## config.mk

```make
export PLATFORM = sky130hd
export DESIGN_NAME = sensor_two_wire_bus_master
export DESIGN_NICKNAME = d
export VERILOG_FILES = /design/src/design/sh2w_pkg.sv /design/src/design/sensor_two_wire_bus_master.sv /design/src/design/sh2w_seq.sv
export SDC_FILE = /design/constraint.sdc
export NUM_CORES = 1
export LEC_CHECK = 0
export BUFFER_PORTS_ARGS = -buffer_cell sky130_fd_sc_hd__buf_2
export CORE_AREA = 5 5 72 139
export CTS_BUF_LIST = sky130_fd_sc_hd__clkbuf_16
export DETAILED_ROUTE_END_ITERATION = 7
export DIE_AREA = 0 0 77 144
export HOLD_SLACK_MARGIN = 0.12
export PLACE_DENSITY = 0.82
export SLEW_MARGIN = 20
export SYNTH_ARGS = -nofsm -noshare
export SYNTH_HDL_FRONTEND = slang
export SYNTH_SLANG_ARGS = --single-unit
```

## constraint.sdc

```tcl
create_clock -name aclk -period 2.2 [get_ports aclk]
set_input_delay 0.11 -clock aclk [delete_from_list [all_inputs] [get_ports aclk]]
set_output_delay 0.11 -clock aclk [all_outputs]
set_load 0.05 [all_outputs]
```

## src/design/sh2w_pkg.sv

```systemverilog
// ============================================================================
// sh2w_pkg
// Shared types, codes and constants of the two-wire sensor bus master.
// ============================================================================
package sh2w_pkg;

    // Number of clock pulses in a connection reset sequence
    localparam int RESET_CLOCKS = 9;

    localparam logic [15:0] READING_INVALID = 16'hFFFF;
    localparam logic [15:0] READING_NO_ACK  = 16'hFFFE;

    // Request kind carried with each input tick
    typedef enum logic [1:0] {
        OP_TICK  = 2'd0,
        OP_CMD   = 2'd1,
        OP_RESET = 2'd2,
        OP_SPARE = 2'd3
    } op_t;

    typedef enum logic [1:0] {
        ST_OK      = 2'd0,
        ST_INVALID = 2'd1,
        ST_NO_ACK  = 2'd2
    } status_t;

    // Configuration register indexes
    typedef enum logic [1:0] {
        CFG_TEMP_CODE     = 2'd0,
        CFG_HUMIDITY_CODE = 2'd1,
        CFG_SOFT_RST_CODE = 2'd2
    } cfg_idx_t;

    typedef enum logic [4:0] {
        PH_IDLE     = 5'd0,
        PH_START    = 5'd1,
        PH_SEND_LO  = 5'd2,
        PH_SEND_HI  = 5'd3,
        PH_ACK_LO   = 5'd4,
        PH_ACK_HI   = 5'd5,
        PH_ACK_END  = 5'd6,
        PH_WAIT     = 5'd7,
        PH_RD_LO    = 5'd8,
        PH_RD_HI    = 5'd9,
        PH_MACK_LO  = 5'd10,
        PH_MACK_HI  = 5'd11,
        PH_FINISH   = 5'd12,
        PH_RST_LO   = 5'd13,
        PH_RST_HI   = 5'd14
    } phase_t;

    typedef struct packed {
        logic [7:0] temp_code;
        logic [7:0] humidity_code;
        logic [7:0] soft_rst_code;
    } codes_t;

    typedef struct packed {
        logic        clock_level;
        logic        data_drive_enable;
        logic        data_level;
        logic        busy;
        logic        done;
        status_t     status;
        logic [15:0] reading;
    } tick_res_t;

    // Start sequence pin pattern, one entry per tick
    function automatic logic start_clk(input logic [2:0] idx);
        logic v;
        unique case (idx)
            3'd1, 3'd2, 3'd4, 3'd5: v = 1'b1;
            default:                v = 1'b0;
        endcase
        return v;
    endfunction

    function automatic logic start_dat(input logic [2:0] idx);
        logic v;
        unique case (idx)
            3'd0, 3'd1, 3'd5, 3'd6: v = 1'b1;
            default:                v = 1'b0;
        endcase
        return v;
    endfunction

endpackage

```

## src/design/sensor_two_wire_bus_master.sv

```systemverilog
// ============================================================================
// sensor_two_wire_bus_master
// Tick-level master for a two-wire humidity and temperature sensor bus.
//
// Each input item is one bus tick: it carries the sampled data line and an
// optional request (command transaction or connection reset), and yields
// exactly one result item with the clock level, the data drive enable and
// level, busy, done, status and the 16-bit reading. A transaction sends the
// start sequence, the command byte MSB first, samples the acknowledge and,
// for the two measurement codes, waits for data low (no timeout) and reads
// two bytes with a master acknowledge between them. Starts that arrive while
// busy are ignored. The block takes one item per clock; the result is
// registered in the cycle after the tick is accepted, and the only throttle
// is the output register: a new item is taken whenever the result register
// is empty or is being drained that cycle. The user must write the three
// codes while idle (not enforced by the block); config index 3 is ignored.
// ============================================================================
module sensor_two_wire_bus_master import sh2w_pkg::*; (
    input  logic        aclk,
    input  logic        aresetn,

    // Config write port
    input  logic        cfg_wr_en,
    input  logic [1:0]  cfg_index,
    input  logic [7:0]  cfg_wdata,

    // Tick in
    input  logic        s_tvalid,
    output logic        s_tready,
    input  logic [15:0] s_tdata,   // [7:0] command_byte, [8] data_line_in
    input  logic [1:0]  s_tuser,   // [1:0] op

    // Tick result
    output logic        m_tvalid,
    input  logic        m_tready,
    output logic [23:0] m_tdata,   // [0] clock_level, [1] data_drive_enable,
                                   // [2] data_level, [3] busy_res,
                                   // [5:4] status, [21:6] reading
    output logic        m_tlast    // done_res: last tick of a sequence
);

    codes_t     codes_reg;
    logic       out_valid_reg;
    tick_res_t  out_reg;
    tick_res_t  seq_res;
    logic       in_accept;

    // Output register frees itself when the consumer takes the item
    assign s_tready  = !out_valid_reg || m_tready;
    assign in_accept = s_tvalid && s_tready;

    always_ff @(posedge aclk) begin
        if (!aresetn) begin
            codes_reg.temp_code     <= 8'd3;
            codes_reg.humidity_code <= 8'd5;
            codes_reg.soft_rst_code <= 8'd30;
        end else if (cfg_wr_en) begin
            unique case (cfg_index)
                CFG_TEMP_CODE:     codes_reg.temp_code     <= cfg_wdata;
                CFG_HUMIDITY_CODE: codes_reg.humidity_code <= cfg_wdata;
                CFG_SOFT_RST_CODE: codes_reg.soft_rst_code <= cfg_wdata;
                default: ;
            endcase
        end
    end

    sh2w_seq u_seq (
        .aclk         (aclk),
        .aresetn      (aresetn),
        .step_en      (in_accept),
        .op           (op_t'(s_tuser)),
        .command_byte (s_tdata[7:0]),
        .data_line_in (s_tdata[8]),
        .codes        (codes_reg),
        .res          (seq_res)
    );

    always_ff @(posedge aclk) begin
        if (!aresetn) begin
            out_valid_reg <= 1'b0;
        end else if (in_accept) begin
            out_valid_reg <= 1'b1;
        end else if (m_tready) begin
            out_valid_reg <= 1'b0;
        end
    end

    // Payload register, no reset needed
    always_ff @(posedge aclk) begin
        if (in_accept) begin
            out_reg <= seq_res;
        end
    end

    assign m_tvalid = out_valid_reg;
    assign m_tlast  = out_reg.done;
    assign m_tdata  = {2'b00, out_reg.reading, out_reg.status, out_reg.busy,
                       out_reg.data_level, out_reg.data_drive_enable,
                       out_reg.clock_level};

`ifndef NO_ASSERTIONS
    a_idle_result_clear: assert property (@(posedge aclk) disable iff (!aresetn)
        m_tvalid && !m_tlast |-> m_tdata[21:4] == '0)
        else $error("status or reading set on a tick without done");

    a_done_is_busy: assert property (@(posedge aclk) disable iff (!aresetn)
        m_tvalid && m_tlast |-> m_tdata[3])
        else $error("done reported outside a busy tick");

    a_result_follows_tick: assert property (@(posedge aclk) disable iff (!aresetn)
        in_accept |=> m_tvalid)
        else $error("accepted tick produced no result");
`endif

endmodule

```

## src/design/sh2w_seq.sv

```systemverilog
// ============================================================================
// sh2w_seq
// Bus sequencer: holds the transaction state and turns one tick into pins.
// ============================================================================
module sh2w_seq import sh2w_pkg::*; (
    input  logic        aclk,
    input  logic        aresetn,
    input  logic        step_en,
    input  op_t         op,
    input  logic [7:0]  command_byte,
    input  logic        data_line_in,
    input  codes_t      codes,
    output tick_res_t   res
);

    phase_t      phase_reg,   phase_next;
    logic [4:0]  step_reg,    step_next;
    logic [3:0]  bit_reg,     bit_next;
    logic [7:0]  shift_reg,   shift_next;
    logic [7:0]  held_reg,    held_next;
    logic [15:0] reading_reg, reading_next;

    phase_t      eff_phase;
    logic [4:0]  eff_step;
    logic [7:0]  eff_held;
    logic        cmd_known;
    logic        held_measure;
    logic [2:0]  start_idx;
    logic [3:0]  bit_inc;

    assign cmd_known = (command_byte == codes.temp_code) ||
                       (command_byte == codes.humidity_code) ||
                       (command_byte == codes.soft_rst_code);
    assign held_measure = (held_reg == codes.temp_code) ||
                          (held_reg == codes.humidity_code);
    assign bit_inc = bit_reg + 4'd1;

    // A start request in idle enters its first phase on the same tick
    always_comb begin
        eff_phase = phase_reg;
        eff_step  = step_reg;
        eff_held  = held_reg;
        if (phase_reg == PH_IDLE) begin
            if (op == OP_CMD && cmd_known) begin
                eff_phase = PH_START;
                eff_step  = '0;
                eff_held  = command_byte;
            end else if (op == OP_RESET) begin
                eff_phase = PH_RST_LO;
                eff_step  = '0;
            end
        end
    end

    assign start_idx = (eff_step < 5'd7) ? eff_step[2:0] : 3'd6;

    // Next state
    always_comb begin
        phase_next   = eff_phase;
        step_next    = eff_step;
        bit_next     = bit_reg;
        shift_next   = shift_reg;
        held_next    = eff_held;
        reading_next = reading_reg;
        unique case (eff_phase)
            PH_IDLE: ;
            PH_START: begin
                if (start_idx == 3'd6) begin
                    phase_next = PH_SEND_LO;
                    bit_next   = '0;
                    shift_next = eff_held;
                end else begin
                    step_next = {2'b00, start_idx + 3'd1};
                end
            end
            PH_SEND_LO: phase_next = PH_SEND_HI;
            PH_SEND_HI: begin
                shift_next = {shift_reg[6:0], 1'b0};
                bit_next   = bit_inc;
                phase_next = bit_inc[3] ? PH_ACK_LO : PH_SEND_LO;
            end
            PH_ACK_LO: phase_next = PH_ACK_HI;
            PH_ACK_HI: begin
                step_next  = {4'd0, data_line_in};
                phase_next = PH_ACK_END;
            end
            PH_ACK_END: begin
                if (step_reg == '0 && held_measure) phase_next = PH_WAIT;
                else                                phase_next = PH_IDLE;
            end
            PH_WAIT: begin
                if (!data_line_in) begin
                    phase_next   = PH_RD_LO;
                    bit_next     = '0;
                    reading_next = '0;
                end
            end
            PH_RD_LO: phase_next = PH_RD_HI;
            PH_RD_HI: begin
                reading_next = {reading_reg[14:0], data_line_in};
                bit_next     = bit_inc;
                if (bit_reg == 4'd7)       phase_next = PH_MACK_LO;
                else if (bit_reg == 4'd15) phase_next = PH_FINISH;
                else                       phase_next = PH_RD_LO;
            end
            PH_MACK_LO: phase_next = PH_MACK_HI;
            PH_MACK_HI: phase_next = PH_RD_LO;
            PH_FINISH:  phase_next = PH_IDLE;
            PH_RST_LO: begin
                if (eff_step >= 5'(RESET_CLOCKS)) phase_next = PH_IDLE;
                else                              phase_next = PH_RST_HI;
            end
            PH_RST_HI: begin
                step_next  = step_reg + 5'd1;
                phase_next = PH_RST_LO;
            end
            default: phase_next = PH_IDLE;
        endcase
    end

    // Pin and result outputs
    always_comb begin
        res      = '0;
        res.busy = 1'b1;
        unique case (eff_phase)
            PH_IDLE: begin
                if (op == OP_CMD) begin
                    res.done    = 1'b1;
                    res.status  = ST_INVALID;
                    res.reading = READING_INVALID;
                end else begin
                    res.busy = 1'b0;
                end
            end
            PH_START: begin
                res.data_drive_enable = 1'b1;
                res.clock_level       = start_clk(start_idx);
                res.data_level        = start_dat(start_idx);
            end
            PH_SEND_LO: begin
                res.data_drive_enable = 1'b1;
                res.data_level        = shift_reg[7];
            end
            PH_SEND_HI: begin
                res.data_drive_enable = 1'b1;
                res.clock_level       = 1'b1;
                res.data_level        = shift_reg[7];
            end
            PH_ACK_LO: ;
            PH_ACK_HI: res.clock_level = 1'b1;
            PH_ACK_END: begin
                if (step_reg != '0) begin
                    res.done    = 1'b1;
                    res.status  = ST_NO_ACK;
                    res.reading = READING_NO_ACK;
                end else if (!held_measure) begin
                    res.done = 1'b1;
                end
            end
            PH_WAIT:   ;
            PH_RD_LO:  ;
            PH_RD_HI:  res.clock_level = 1'b1;
            PH_MACK_LO: res.data_drive_enable = 1'b1;
            PH_MACK_HI: begin
                res.data_drive_enable = 1'b1;
                res.clock_level       = 1'b1;
            end
            PH_FINISH: begin
                res.done    = 1'b1;
                res.reading = reading_reg;
            end
            PH_RST_LO: begin
                res.data_drive_enable = 1'b1;
                res.data_level        = 1'b1;
                res.done              = (eff_step >= 5'(RESET_CLOCKS));
            end
            PH_RST_HI: begin
                res.data_drive_enable = 1'b1;
                res.data_level        = 1'b1;
                res.clock_level       = 1'b1;
            end
            default: res.busy = 1'b0;
        endcase
    end

    always_ff @(posedge aclk) begin
        if (!aresetn) begin
            phase_reg   <= PH_IDLE;
            step_reg    <= '0;
            bit_reg     <= '0;
            shift_reg   <= '0;
            held_reg    <= '0;
            reading_reg <= '0;
        end else if (step_en) begin
            phase_reg   <= phase_next;
            step_reg    <= step_next;
            bit_reg     <= bit_next;
            shift_reg   <= shift_next;
            held_reg    <= held_next;
            reading_reg <= reading_next;
        end
    end

`ifndef NO_ASSERTIONS
    a_hold_without_tick: assert property (@(posedge aclk) disable iff (!aresetn)
        !step_en |=> $stable(phase_reg) && $stable(reading_reg))
        else $error("sequencer state moved without a tick");

    a_plain_tick_stays_idle: assert property (@(posedge aclk) disable iff (!aresetn)
        step_en && phase_reg == PH_IDLE && op != OP_CMD && op != OP_RESET
        |=> phase_reg == PH_IDLE)
        else $error("plain tick left idle");

    a_reset_count_bound: assert property (@(posedge aclk) disable iff (!aresetn)
        (phase_reg == PH_RST_LO || phase_reg == PH_RST_HI)
        |-> step_reg <= 5'(RESET_CLOCKS))
        else $error("connection reset pulse count overran");

    a_send_bit_bound: assert property (@(posedge aclk) disable iff (!aresetn)
        (phase_reg == PH_SEND_LO || phase_reg == PH_SEND_HI) |-> !bit_reg[3])
        else $error("command shift ran past eight bits");
`endif

endmodule

```

Word-level counts from Yosys, hierarchy flattened
Index checks and enable logic that the tools add are counted.

word-level totals
  register bits after elaboration = 94
  input bits = 33
  output and inout port bits = 27
  word-level logic and storage cells = 128

cells by class
  add/subtract/negate cells = 3
  order comparisons = 2
  eq/ne operators = 32
  muxes and demuxes = 42
  reduce and logical (&&, ||, !) cells = 32

operators by type and width
  kind                                                                   count
  5-bit case mux with 14 select lines                                    1
  5-bit two-way mux                                                      10
  16-bit case mux with 3 select lines                                    1
  8-bit equality test                                                    5
  5-bit by 4-bit equality test with 1-bit output, second input constant  7
  16-bit case mux with 2 select lines                                    1
  8-bit two-way mux                                                      3
  5-bit by 3-bit equality test with 1-bit output, second input constant  4
  19-bit two-way mux                                                     1
  18-bit two-way mux                                                     1
  16-bit two-way mux                                                     1
  8-bit case mux with 2 select lines                                     1
  5-bit logical NOT                                                      3
  5-bit case mux with 3 select lines                                     1
  14-bit OR reduction                                                    1
  3-bit two-way mux                                                      4
  4-bit two-way mux                                                      3
  4-bit case mux with 3 select lines                                     1
  5-bit by 2-bit equality test with 1-bit output, second input constant  2
  3-bit equality test, second input constant                             3
  1-bit two-way mux                                                      8
  4-bit OR reduction                                                     2
  7-bit OR reduction                                                     1
  2-bit AND reduction                                                    3
  30 further kinds                                                       43

Longest topological paths before layout
Gate-level depths: netlist (run 1).

  depth in word-level cells = 12
  depth in mapped cells = 10
  gate-level depth less buffers = 7

Cells and area by module
From an unflattened synthesis (run 1), not the netlist that was laid out.

unflattened totals
  cell total of the unflattened synthesis = 561
  area, all modules = 5066.1 um^2

modules (own cells, without submodules)
  module                      times used  cells each  area an instance (um^2)  sequential area each (um^2)
  sh2w_seq                    1           432         3343.2                   920.9
  sensor_two_wire_bus_master  1           129         1722.9                   1191.1

Worst setup path before layout (run 1)
No wires, ideal clock.

  kind = flip-flop to flip-flop
  from = reg out_valid_reg (netlist: m_tvalid)
  to = reg u_seq.reading_reg[0]
  library setup time = 0.132 ns
  arrival = 2.453 ns
  setup slack = -0.385 ns
  cell stages (with the launch flop) = 8
  buffers on the path = 1
  path through = dfxtp_1 nand2b_1 nand2_1 clkinv_1 clkbuf_1 o21ai_0 nand2_1 a21oi_1

on the way
  word-level cells in the longest chain between the ends = 4

RTL lines
  item                                  RTL line                          text
  start, declared                       sensor_two_wire_bus_master.sv:43  logic out_valid_reg;
  start signal, assigned                sensor_two_wire_bus_master.sv:80  out_valid_reg <= 1'b0;
  start signal, assigned                sensor_two_wire_bus_master.sv:82  out_valid_reg <= 1'b1;
  start signal, assigned                sensor_two_wire_bus_master.sv:84  out_valid_reg <= 1'b0;
  1-bit logical NOT                     sensor_two_wire_bus_master.sv:49  assign s_tready = !out_valid_reg || m_tready;
  1-bit logical OR                      sensor_two_wire_bus_master.sv:49
  net s_tready                          sensor_two_wire_bus_master.sv:29  output logic s_tready,
  1-bit logical AND                     sensor_two_wire_bus_master.sv:50  assign in_accept = s_tvalid && s_tready;
  net in_accept                         sensor_two_wire_bus_master.sv:46  logic in_accept;
  3-bit AND reduction (no source line)  -
  end signal, assigned                  sh2w_seq.sv:200                   reading_reg <= reading_next;
  end, declared                         sh2w_seq.sv:21                    logic [15:0] reading_reg, reading_next;

The timed path passes the listed nets, and every way through them passes these cells.
A chain may end at the register's enable or synchronous reset.

==> results.toml, run 1 <==
[floorplanning]
boundaryPins = 60
die_h_um = 144
initial_core_util_pct = 56.6
core_sq_mm = 0.00889
rows = 49
die_w_um = 77
dieArea_sq_mm = 0.0111

[synthesis]
synthXorXnorAreaFrac_pct = 7.95
synth_compound_area_share_pct = 18.7
ys_warn_count = 0
yosys.area_share.simple_pct = 16.0
ys_seq_elements = 94
syn_area_sq_mm = 0.00503
synth_top_family_by_area = "compound AO/OA/AOI/OAI gates"
synth_top_cell_by_area = "dfxtp_1"
ys.flop_type = "dfxtp_1"
synth.distinct_cells = 68
synth.mux.area_fraction_pct = 9.92
synth_edf_count = 23
synth_common_cells = "dfxtp_1 (71), nor2_1 (59), mux2i_1 (42), o21ai_0 (32), nand2_1 (31)"
synthAdderAreaFrac_pct = 0.746
ys_top_cells_by_area = "dfxtp_1 (28%), edfxtp_1 (14%), mux2i_1 (8.3%)"
synthMostInstantiatedCell = "dfxtp_1"
async_flop_share_pct = 0
synth_area_per_cell_sq_um = 9.46
syn_inst = 532
yosysSeqAreaShare_pct = 41.9
synth_top_area_share_pct = 28.2

[critical_path]
slowest_stage = "dfxtp_1"
critPathBufInv = 2
critPathLaunchType = "flip-flop"
critical-path-top-delay-family = "compound AO/OA/AOI/OAI gates"
worstPathArrival_ns = 2.28
critPathMaxFanout = 8
cp_common_cell = "buf_4"
cp_cell_sequence = "xnor2_1, nand4_1, o22ai_4, buf_4, o31ai_4, buf_4, nand3_1, a21oi_1, o21ai_0"
cp_data_required_time_ns = 2.29
critPathCaptureType = "flip-flop"
cpPeakStageDelay_ns = 0.33
crit_type = "flip-flop to flip-flop"

[outcome]
status = "finished, final reports clean"

[cts]
h-tree-depth = 3
cts-buffers-inserted = 9
path_clk_slew_ns = 0.07
cts_buffer_depth = 2
cts_tree = "yes"
cts.sinks = 94
clockRootBuffer = "clkbuf_16"
clock_latency_ns = 0.35

[route]
wl_met2_um = 7430
routedWlPerCell_um = 19.0
wl_met3_um = 658
drt_wl_total_um = 13700
highest_layer = "met4"
initialDrtViolationCount = 419
first_pass_iters = 7
via_per_inst = 6.19
ant_nets = 0
post-route-drc-count = 0
vias = 4446
drt-met1-wl_um = 4530

[sta]
rsz0062_at_grt = "true"
finalSetupViolCount = 0
hold_violations = 0
fin_crit_sh_pct = 99.4
setup_tns_ns = 0
slew_headroom_pct = 57.5
worstMarginPinSlew_ns = 0.637
timing.hold.ws_ns = 0.133
clock_skew_ns = 0.0111
max_clock_freq_mhz = 457
period_needed_ns = 2.19
drv_slew = 0

[place]
post-dp-hpwl_um = 10200
placed_area_sq_mm = 0.00555
port_buffers = 50
gp_congestion = 1.03

[global_route]
grt_max_degree = 29
grt_pass1_vias = 4568
grtUsageTotal_pct = 25.3
grt_overflow = 0
antenna_found_initial = 0
grt_pass1_wl_um = 22300

[final_layout]
post_route_cells_drive_above_1_share_pct = 22.2
area_growth_pct = 18.9
antenna_cells = 0
postLayoutCoreUtil_pct = 67.4
fin_area_sq_mm = 0.00599
largest_reg_flops = 24
nets = 647

[power_and_ir_drop]
power.leakage_uw = 0.00257
cellPowerDensity_mw_per_mm2 = 682
vdd_ir_drop_max_uv = 504

[hold_path]
min_path_type = "primary input to flip-flop"

[run]
drv_cap = 0
==> what timing repair did <==
item / in CTS / in global routing
gates resized for setup: 0 / 7
hold buffers: 11 / 0
endpoints found under the setup margin: 0 / 35
buffers inserted: 0 / 2
endpoints found under the hold margin: 26 / 0
==> final cells by class <==
class / instances / area [sq um]
clock buffers: 9 / 225
clock inverters: 7 / 61.3
fillers: 694 / 2900
inverters: 13 / 48.8
multi-input cells: 393 / 2720
flip-flops and latches: 94 / 2110
well taps: 102 / 128
repair buffers: 100 / 691
==> worst paths after layout <==
| path | start | to | slack [ns] | cells past startpoint |
|---|---|---|---|---|
| min reg2reg | u_seq.shift_reg[0] | u_seq.shift_reg[0] | 0.48 | 2 |
| min | s_tdata[2] | u_seq.held_reg[2] | 0.13 | 3 |
| max reg2reg | codes_reg[7] | m_tdata[2] | 0.01 | 9 |
| max | codes_reg[7] | m_tdata[2] | 0.01 | 9 |
==> stage by stage <==
stage                     cells  power, uW  setup WS [ns]
after floorplan             533       2370         0.0349
after global placement      689       2560          0.170
after detailed placement    689       2580         0.0586
after CTS                   716       4090        0.00131
after global routing        718       4230        -0.0209
final                       718       4080         0.0123
==> where the power goes <==
group / switching (uW) / total [uW] / internal (uW)
clock network: 722 / 1510 / 791
registers: 35.4 / 1870 / 1840
logic: 450 / 697 / 248
==> routing by layer <==
metal / vias up / GRT usage, %
met1: 2101 / 24.3
met5: - / 0
met3: 73 / 4.24
met4: 0 / 19.6
met2: 188 / 47.0
li1: 2084 / -
==> worst register-to-register path: stages (launching register included) <==
cell and delay [ns]:
dfxtp_1 0.33, xnor2_1 0.13, nand4_1 0.17, o22ai_4 0.15
buf_4 0.16, o31ai_4 0.33, buf_4 0.20, nand3_1 0.11
a21oi_1 0.23, o21ai_0 0.12
==> kinds of logic after synthesis <==
group,count (synthesis)
and+or+nand+nor,165
adders and majority gates,3
muxes,49
buffers and inverters,46
other,1
DFF,94
AOI/OAI and AO/OA,130
xor gates and xnor gates,44
==> placed cells by master (no fill, tap or decap), types with 5 or more instances in the layout <==
| cell | count |
|---|---|
| a21o_1 | 17 |
| a21oi_1 | 17 |
| a22oi_1 | 17 |
| a31oi_1 | 6 |
| and2_1 | 5 |
| and3_1 | 7 |
| buf_2 | 50 |
| buf_4 | 36 |
| clkbuf_16 | 9 |
| dfxtp_1 | 70 |
| dlygate4sd3_1 | 11 |
| edfxtp_1 | 23 |
| inv_1 | 12 |
| mux2_2 | 7 |
| mux2i_1 | 42 |
| nand2_1 | 31 |
| nand3_1 | 21 |
| nand4_1 | 5 |
| nor2_1 | 59 |
| nor3_1 | 9 |
| nor4_1 | 5 |
| o21ai_0 | 32 |
| xnor2_1 | 24 |
| xor2_1 | 18 |
(Power assumes the default switching activity.)
==> inputs of run 2 (changes only) <==
- MAX_ROUTING_LAYER: unset -> met4
==> run 2 against run 1 <==
Against the previous run:
- the flow now finishes with violations (negative setup slack)
- via count up 0.45%
- sequential cell count is the same
- setup slack worse by 0.014 ns
- wire length grew 6.6%
- combinational power is 5.0% higher
==> results.toml, run 2 (same netlist as run 1, synthesis figures left out) <==
[outcome]
status = "complete, but fails checks"
violations = "negative setup slack"

[sta]
drv_slew = 0
worstMarginPinSlew_ns = 0.624
fin_crit_sh_pct = 100
clock_skew_ns = 0.00772
max_clock_freq_mhz = 454
finalSetupViolCount = 1
hold_violations = 0
slew_headroom_pct = 58.4
setup_ws_ns = -0.00153
rsz0062_at_grt = "true"
period_needed_ns = 2.20

[power_and_ir_drop]
vdd_ir_drop_max_uv = 559
p_sw_uw = 1220
p_clk_share_pct = 36.7
p_int_uw = 2890
cellPowerDensity_mw_per_mm2 = 672
p_seq_share_pct = 45.5
power_uw = 4110
swShare_pct = 29.6
power.leakage_uw = 0.00263
combPwrFrac_pct = 17.8

[final_layout]
final_cell_mix = "dfxtp_1 (63), nor2_1 (58), buf_2 (50)"
antenna_cells = 0
fin_area_sq_mm = 0.00612
area_growth_pct = 21.5
post_route_cells_drive_above_1_share_pct = 25.8
fillCellCount = 669
largest_reg_flops = 24
nets = 656
mostFrequentLayoutCell = "dfxtp_1"
instances_no_fill = 727

[critical_path]
critPathCaptureType = "flip-flop"
critPathMaxFanout = 7
critPathLaunchType = "flip-flop"
crit_type = "flip-flop to flip-flop"
slowest_stage = "a221oi_4"
cp_data_required_time_ns = 2.44
cp_cell_sequence = "xnor2_1, nand4_2, o22ai_4, o21bai_2, a221oi_4, buf_6, a31oi_1, o21a_1"
worstPathArrival_ns = 2.44
cpPeakStageDelay_ns = 0.42

[route]
post-route-drc-count = 0
wl_met3_um = 599
vias = 4466
drt_wl_total_um = 14600
first_pass_iters = 5
highest_layer = "met4"
ant_nets = 0
wl_met2_um = 8030
drt-met1-wl_um = 4880
via_per_inst = 6.14
initialDrtViolationCount = 407
routedWlPerCell_um = 20.0

[global_route]
grt_overflow = 0
grt_pass1_vias = 4620
grt_pass1_wl_um = 23400
antenna_found_initial = 0
grt_max_degree = 45
grtUsageTotal_pct = 27.9

[place]
post-dp-hpwl_um = 10800
place_inst = 699
placed_area_sq_mm = 0.00564
gp_congestion = 1.08
port_buffers = 50

[floorplanning]
dieArea_sq_mm = 0.0111
die_h_um = 144
initial_core_util_pct = 56.6
die_w_um = 77
boundaryPins = 60
rows = 49
core_sq_mm = 0.00889

[hold_path]
min_path_type = "primary input to flip-flop"

[cts]
clockRootBuffer = "clkbuf_16"
cts-buffers-inserted = 9
cts_buffer_depth = 2
h-tree-depth = 3
path_clk_slew_ns = 0.07
cts_tree = "yes"
clock_latency_ns = 0.35
cts.sinks = 94

[run]
drv_cap = 0
==> run 2: cell types whose count changed in the layout (fill, tap and decap cells not counted), moves of 2 or more <==
cell,change
dfxtp_2,+7
nor2_2,+2
dfxtp_1,-7
xnor2_1,-5
buf_4,+7
xnor2_2,+5
==> run 2: path summary, 6_finish.rpt <==
check / cells past startpoint / to / from / slack, ns
max: 8 / u_seq.step_reg[4] / codes_reg[8] / -0.002
min: 3 / u_seq.held_reg[2] / s_tdata[2] / 0.16
max reg2reg: 8 / u_seq.step_reg[4] / codes_reg[8] / -0.002
min reg2reg: 2 / codes_reg[4] / codes_reg[4] / 0.48
==> run 2: power groups by stage <==
stage / sequential [uW] / combinational [uW] / clock [uW]
floorplan: 2030 / 338 / 0
global placement: 1900 / 681 / 0
detailed placement: 1910 / 690 / 0
CTS: 1870 / 712 / 1530
global route: 1880 / 784 / 1610
finish: 1870 / 732 / 1510
==> run 2: cell type report <==
class,instances,area [sq um],share of cell area (%)
inverter,13,48.8,0.798
multi-input combinational,393,2750,45.0
tap,102,128,2.09
timing repair buffer,109,774,12.7
sequential,94,2120,34.7
clock buffer,9,225,3.68
clock inverter,7,67.6,1.10
==> run 2: metal layers <==
layer	vias up	GRT usage, %
li1	2094	-
met1	2113	25.3
met2	176	52.2
met3	83	4.61
met4	0	18.5
met5	-	-
==> run 2: repair_timing <==
item | CTS | global route
pin swaps | 4 | 15
resized for setup | 2 | 18
buffers inserted | 0 | 1
hold endpoints to repair | 25 | 0
setup endpoints to repair | 4 | 35
hold buffers | 11 | 0
==> run 2: metrics by stage <==
step	hold slack [ns]	util [%]	setup TNS [ns]	setup slack, ns
after CTS	0.149	68.0	0	0.000343
after detailed placement	0.378	63.4	-0.0281	-0.0265
final	0.161	68.8	-0.00153	-0.00153
after global placement	0.356	63.4	0	0.0583
after floorplan	0.235	-	0	0.0349
after global routing	0.174	68.8	-0.662	-0.110
==> run 2: critical path, delay by kind of cell (launching register included) <==
family | cells | cell delay, ns
XOR/XNOR | 1 | 0.25
buffers and inverters | 1 | 0.17
AO/OA/AOI/OAI | 5 | 1.14
AND/OR/NAND/NOR | 1 | 0.17
flip-flops | 1 | 0.36
